### src/rtl/dqrd_pkg.sv
// Shared types and constants for the doubling quotient/remainder divider.
package dqrd_pkg;

  localparam int unsigned FIELD_W  = 32;
  localparam int unsigned EXT_W    = 64;
  localparam int unsigned S_DATA_W = 64;
  localparam int unsigned M_DATA_W = 64;

  typedef struct packed {
    logic load;
    logic step;
    logic ge;
  } cell_ctrl_t;

endpackage

### src/rtl/dqrd_cell.sv
// One bit slice of the divider: remainder, quotient and divisor bits with a borrow stage.
module dqrd_cell (
  input  logic                clk,
  input  dqrd_pkg::cell_ctrl_t ctrl,
  input  logic                load_q,
  input  logic                load_d,
  input  logic                sh_in,
  input  logic                q_in,
  input  logic                bin,
  output logic                bout,
  output logic                r,
  output logic                q
);

  logic d;
  logic diff;

  assign diff = sh_in ^ d ^ bin;
  assign bout = (~sh_in & d) | (~(sh_in ^ d) & bin);

  always_ff @(posedge clk) begin
    if (ctrl.load) begin
      r <= 1'b0;
      q <= load_q;
      d <= load_d;
    end else if (ctrl.step) begin
      r <= ctrl.ge ? diff : sh_in;
      q <= q_in;
    end
  end

endmodule

### src/rtl/dqrd_array.sv
// Row of divider cells: remainder shift chain, ripple borrow and restore decision.
module dqrd_array #(
  parameter int unsigned WIDTH = 32
) (
  input  logic             clk,
  input  logic             load,
  input  logic             step,
  input  logic [WIDTH-1:0] dividend_w,
  input  logic [WIDTH-1:0] divisor_w,
  output logic [WIDTH-1:0] quo,
  output logic [WIDTH-1:0] rem
);

  logic [WIDTH-1:0] sh;
  logic [WIDTH-1:0] qin;
  logic [WIDTH:0]   borrow;
  logic             ge;
  dqrd_pkg::cell_ctrl_t ctrl;

  assign borrow[0] = 1'b0;
  assign ge        = rem[WIDTH-1] | ~borrow[WIDTH];
  assign ctrl      = '{load: load, step: step, ge: ge};

  assign sh  = {rem[WIDTH-2:0], quo[WIDTH-1]};
  assign qin = {quo[WIDTH-2:0], ge};

  for (genvar i = 0; i < WIDTH; i++) begin : g_cell
    dqrd_cell u_cell (
      .clk    (clk),
      .ctrl   (ctrl),
      .load_q (dividend_w[i]),
      .load_d (divisor_w[i]),
      .sh_in  (sh[i]),
      .q_in   (qin[i]),
      .bin    (borrow[i]),
      .bout   (borrow[i+1]),
      .r      (rem[i]),
      .q      (quo[i])
    );
  end

endmodule

### src/rtl/doubling_quotient_remainder_divider.sv
// Top level of the unsigned quotient/remainder divider.
// Usage:
//   Input words arrive on s_tvalid/s_tready/s_tdata: dividend in bits 31:0,
//   divisor in bits 63:32; only the low WIDTH bits of each are used.
//   Results leave on m_tvalid/m_tready/m_tdata/m_tuser: quotient in bits 31:0,
//   remainder in bits 63:32, m_tuser set when the divisor was zero (then the
//   quotient is all ones over WIDTH bits and the remainder is the dividend).
// Timing:
//   One word at a time. The row loads at the accepting edge, then computes the
//   quotient bits one by one, then moves the result to the output register; a
//   new word is taken only after the result has moved out. The row produces
//   one quotient bit per cycle; its borrow ripples across all cells.
//   s_tready is high only while the row is empty.
// Reset:
//   rst clears the sequencer and the output valid; no word is pending after.
// Stalls:
//   A finished result waits in the cell row while the output register is still
//   held by a stalled receiver; the row takes no new word until it moves out.
module doubling_quotient_remainder_divider #(
  parameter int unsigned WIDTH = 32
) (
  input  logic                              clk,
  input  logic                              rst,
  input  logic                              s_tvalid,
  output logic                              s_tready,
  input  logic [dqrd_pkg::S_DATA_W-1:0]     s_tdata,   // dividend, divisor
  output logic                              m_tvalid,
  input  logic                              m_tready,
  output logic [dqrd_pkg::M_DATA_W-1:0]     m_tdata,   // quotient_out, remainder_out
  output logic                              m_tuser    // divide_by_zero
);

  localparam int unsigned CNT_W = $clog2(WIDTH + 1);
  localparam logic [1:0] ST_IDLE = 2'd0;
  localparam logic [1:0] ST_RUN  = 2'd1;
  localparam logic [1:0] ST_DONE = 2'd2;

  logic [1:0]                      state;
  logic [1:0]                      state_next;
  logic [CNT_W-1:0]                cnt;
  logic                            zero_div;
  logic                            load;
  logic                            step;
  logic                            unload;
  logic [dqrd_pkg::EXT_W-1:0]      dividend_ext;
  logic [dqrd_pkg::EXT_W-1:0]      divisor_ext;
  logic [WIDTH-1:0]                dividend_w;
  logic [WIDTH-1:0]                divisor_w;
  logic [WIDTH-1:0]                quo;
  logic [WIDTH-1:0]                rem;
  logic [dqrd_pkg::EXT_W-1:0]      quo_ext;
  logic [dqrd_pkg::EXT_W-1:0]      rem_ext;

  assign dividend_ext = {{(dqrd_pkg::EXT_W - dqrd_pkg::FIELD_W){1'b0}},
                         s_tdata[dqrd_pkg::FIELD_W-1:0]};
  assign divisor_ext  = {{(dqrd_pkg::EXT_W - dqrd_pkg::FIELD_W){1'b0}},
                         s_tdata[2*dqrd_pkg::FIELD_W-1:dqrd_pkg::FIELD_W]};
  assign dividend_w   = dividend_ext[WIDTH-1:0];
  assign divisor_w    = divisor_ext[WIDTH-1:0];

  assign s_tready = (state == ST_IDLE);
  assign load     = s_tvalid && s_tready;
  assign step     = (state == ST_RUN);
  assign unload   = (state == ST_DONE) && (!m_tvalid || m_tready);

  always_comb begin
    quo_ext = '0;
    rem_ext = '0;
    quo_ext[WIDTH-1:0] = quo;
    rem_ext[WIDTH-1:0] = rem;
  end

  always_comb begin
    state_next = state;
    case (state)
      ST_IDLE: if (load) state_next = ST_RUN;
      ST_RUN:  if (cnt == CNT_W'(1)) state_next = ST_DONE;
      ST_DONE: if (unload) state_next = ST_IDLE;
      default: state_next = ST_IDLE;
    endcase
  end

  always_ff @(posedge clk) begin
    if (rst) begin
      state    <= ST_IDLE;
      m_tvalid <= 1'b0;
    end else begin
      state <= state_next;
      if (unload) begin
        m_tvalid <= 1'b1;
      end else if (m_tready) begin
        m_tvalid <= 1'b0;
      end
    end
  end

  always_ff @(posedge clk) begin
    if (load) begin
      cnt      <= CNT_W'(WIDTH);
      zero_div <= (divisor_w == '0);
    end else if (step) begin
      cnt <= cnt - CNT_W'(1);
    end
    if (unload) begin
      m_tdata <= {rem_ext[dqrd_pkg::FIELD_W-1:0], quo_ext[dqrd_pkg::FIELD_W-1:0]};
      m_tuser <= zero_div;
    end
  end

  dqrd_array #(
    .WIDTH (WIDTH)
  ) u_array (
    .clk        (clk),
    .load       (load),
    .step       (step),
    .dividend_w (dividend_w),
    .divisor_w  (divisor_w),
    .quo        (quo),
    .rem        (rem)
  );

endmodule

### config.mk
export PLATFORM = sky130hd
export DESIGN_NAME = doubling_quotient_remainder_divider
export DESIGN_NICKNAME = d
export VERILOG_FILES = /design/src/rtl/dqrd_pkg.sv /design/src/rtl/dqrd_cell.sv /design/src/rtl/dqrd_array.sv /design/src/rtl/doubling_quotient_remainder_divider.sv
export SDC_FILE = /design/constraint.sdc
export NUM_CORES = 1
export LEC_CHECK = 0
export BUFFER_PORTS_ARGS = -buffer_cell sky130_fd_sc_hd__buf_2
export CAP_MARGIN = 20
export CORE_ASPECT_RATIO = 2
export CORE_MARGIN = 2
export CORE_UTILIZATION = 55
export CTS_BUF_LIST = sky130_fd_sc_hd__clkbuf_4
export DETAILED_ROUTE_END_ITERATION = 7
export GPL_TIMING_DRIVEN = 0
export HOLD_SLACK_MARGIN = 0.12
export PLACE_DENSITY = 0.79
export SLEW_MARGIN = 20
export SYNTH_ARGS = -nofsm -noshare
export SYNTH_HDL_FRONTEND = slang
export SYNTH_HIERARCHICAL = 1
export SYNTH_SLANG_ARGS = --single-unit
### constraint.sdc
create_clock -name clk -period 19.1 [get_ports clk]
set_clock_uncertainty 0.15 [all_clocks]
set_input_delay 1.91 -clock clk [delete_from_list [all_inputs] [get_ports clk]]
set_output_delay 1.91 -clock clk [all_outputs]
set_load 0.02 [all_outputs]
==> impl_metrics.json <==
{
  "status": "completed",
  "period_needed_ns": 14.14,
  "cts_inserted_buffers": 17,
  "synth_edf_count": 130,
  "via_count": 4286,
  "dp_hpwl_um": 8950,
  "ys_seq_elements": 171,
  "top_usage_layer": "met2",
  "synth_common_cells": "edfxtp_1, inv_1, dfxtp_1",
  "fp.dieW_um": 85.4,
  "worst_slack_ns": 4.96,
  "grt_pass1_wl_um": 20800,
  "row_count": 59,
  "startpoint_type": "register",
  "post_cts_buffers": 0,
  "layout-drive-gt1-share_pct": 36.1,
  "cts.sinks": 171,
  "wl_per_cell_um": 15.7,
  "antenna_left": 0,
  "grt_max_degree": 91,
  "final_nets": 751,
  "yosysSeqAreaShare_pct": 64.8,
  "synth_cell_types": 39,
  "path_clk_slew_ns": 0.15,
  "cpMaxStageDelayCell": "fa_1",
  "async_flop_share_pct": 0,
  "p_per_area_nw_per_um2": 97.5,
  "grt_pass1_vias": 4373,
  "grtUsageMet3_pct": 4.11,
  "slew_violations": 0,
  "finalCritPeriodShare_pct": 74.0,
  "syn-instance-count": 491,
  "relSlewSlack_pct": 57.9,
  "synth.area.top_cells": "edfxtp_1, dfxtp_1, fa_1",
  "synthXorXnorAreaFrac_pct": 0.240,
  "leakage_nw": 3.26,
  "coreArea_um2": 13000,
  "end_kind": "register",
  "syn_area_um2": 7290,
  "setup_viol": 0,
  "htree_levels": 4,
  "dieArea_um2": 14300,
  "synth_top_family_by_area": "simple AND/OR/NAND/NOR gates",
  "dr.pass1.iters": 4,
  "use_met2_pct": 33.7,
  "cp_max_fo": 31,
  "max_stage_delay_ns": 0.47,
  "worst_ep_arrival_time_ns": 14.39,
  "portBuffers": 134,
  "cts_resized": 0,
  "grt_overflow": 0,
  "path_common_cell": "fa_1",
  "synth_fa_ha_area_share_pct": 9.13,
  "peakVddDrop_uv": 72.8,
  "met1_usage_pct": 21.1,
  "root_buffer": "clkbuf_4",
  "synth-compound-area-share_pct": 5.23,
  "syn_avg_cell_area_um2": 14.9,
  "yosysMostFrequentCell": "edfxtp_1",
  "cts_hold_buf": 0,
  "cts_tree": "done",
  "io-pin-count": 135,
  "tightest_slew_ns": 0.630,
  "drv_cap": 0,
  "worstSetupPathType": "register to register",
  "track_usage_pct": 18.6,
  "drt_iter0_markers": 211,
  "drc": 0,
  "clkLatencyLatePin_ns": 0.53,
  "rsz0062_at_grt": "no",
  "hold_violations": 0,
  "whs_ns": 0.295,
  "tns_ns": 0,
  "synthToLayoutAreaGrowth_pct": 17.8,
  "gp_congestion": 0.777,
  "postLayoutCellArea_um2": 8590,
  "routed_wl_um": 12800,
  "yosys_warnings": 6,
  "place_ws_ns": 4.87,
  "placed_area_um2": 8300,
  "worstPathRequired_ns": 19.35,
  "grt_antenna_before_repair": 1,
  "start_util_pct": 56.1,
  "synth_nets": 593,
  "fmax_ghz": 0.0707,
  "synthFlopType": "edfxtp_1",
  "power_mw": 0.838,
  "synth_top_area_share_pct": 53.5,
  "synth_top_cell_by_area": "edfxtp_1",
  "clock_path_buffers": 2,
  "synth-simple-area-share_pct": 11.3,
  "die_h_um": 167,
  "muxShareOfSynthArea_pct": 6.04,
  "viasPerCell": 5.26,
  "min_path_type": "register to register"
}
-- worst paths after layout --
path	start	depth (start not counted)	to	slack, ns
hold / removal	u_array/g_cell[7].u_cell/q	0	m_tdata[7]	0.30
hold reg to reg	u_array/g_cell[7].u_cell/q	0	m_tdata[7]	0.30
setup / recovery	u_array/g_cell[31].u_cell/q	51	u_array/g_cell[10].u_cell/r	4.96
setup reg to reg	u_array/g_cell[31].u_cell/q	51	u_array/g_cell[10].u_cell/r	4.96
-- cell usage in the layout (no fill, tap or decap), drive strengths merged, types with 9 or more instances in the layout --
| cell | instances |
|---|---|
| nor2 | 37 |
| fa | 32 |
| mux2 | 32 |
| buf | 140 |
| inv | 61 |
| a311oi | 17 |
| edfxtp | 130 |
| clkbuf | 20 |
| nand2b | 36 |
| dfxtp | 41 |
| or2 | 34 |
| a211oi | 9 |
| or3b | 9 |
-- report_power, final --
part | switching (mW) | internal (mW) | total (mW)
clock | 0.122 | 0.0818 | 0.204
sequential | 0.0260 | 0.443 | 0.469
combinational | 0.0842 | 0.0808 | 0.165
-- cells by family after synthesis --
logic type / count (synthesis)
AND/OR/NAND/NOR: 141
AO/OA/AOI/OAI: 42
adder cells (fa/ha/maj): 34
flip-flops: 171
multiplexers: 40
other: 1
XOR/XNOR: 2
buffers and inverters: 60
-- routing by layer --
metal / vias to the layer above / wire, um
li1: 2075 / -
met3: 21 / 507
met5: - / 0
met2: 104 / 7180
met1: 2086 / 4820
met4: 0 / 272
-- critical path: cells and delay by family (launching register included) --
family / cells / cell delay, ns
fa+ha+maj: 32 / 11.59
buf+inv: 16 / 1.04
flops: 1 / 0.43
simple gates: 1 / 0.43
mux: 1 / 0.26
compound gates: 1 / 0.09
-- sequential cells by signal, summed over array words and instances (netlist names) --
name                     cells
m_tvalid                     1
m_tdata                     64
u_array/g_cell.u_cell/r     32
m_tuser                      1
u_array/g_cell.u_cell/d     32
state                        2
u_array/g_cell.u_cell/q     32
cnt                          6
zero_div                     1
-- metrics by stage --
stage / util (%) / std cells
CTS: 66.1 / 814
global placement: 62.8 / 777
floorplan: - / 491
global route: 66.1 / 815
finish: 66.1 / 815
detailed placement: 63.9 / 782
-- cell type report --
type	count	area (um2)
antenna	1	2.50
buffer	2	18.8
timing repair buffer	139	801
clock inverter	13	146
tap	152	190
clock buffer	19	143
inverter	58	223
fill	964	4400
multi-input combinational	260	2340
sequential	171	4720
No activity file was read; power rests on OpenSTA's default activity.
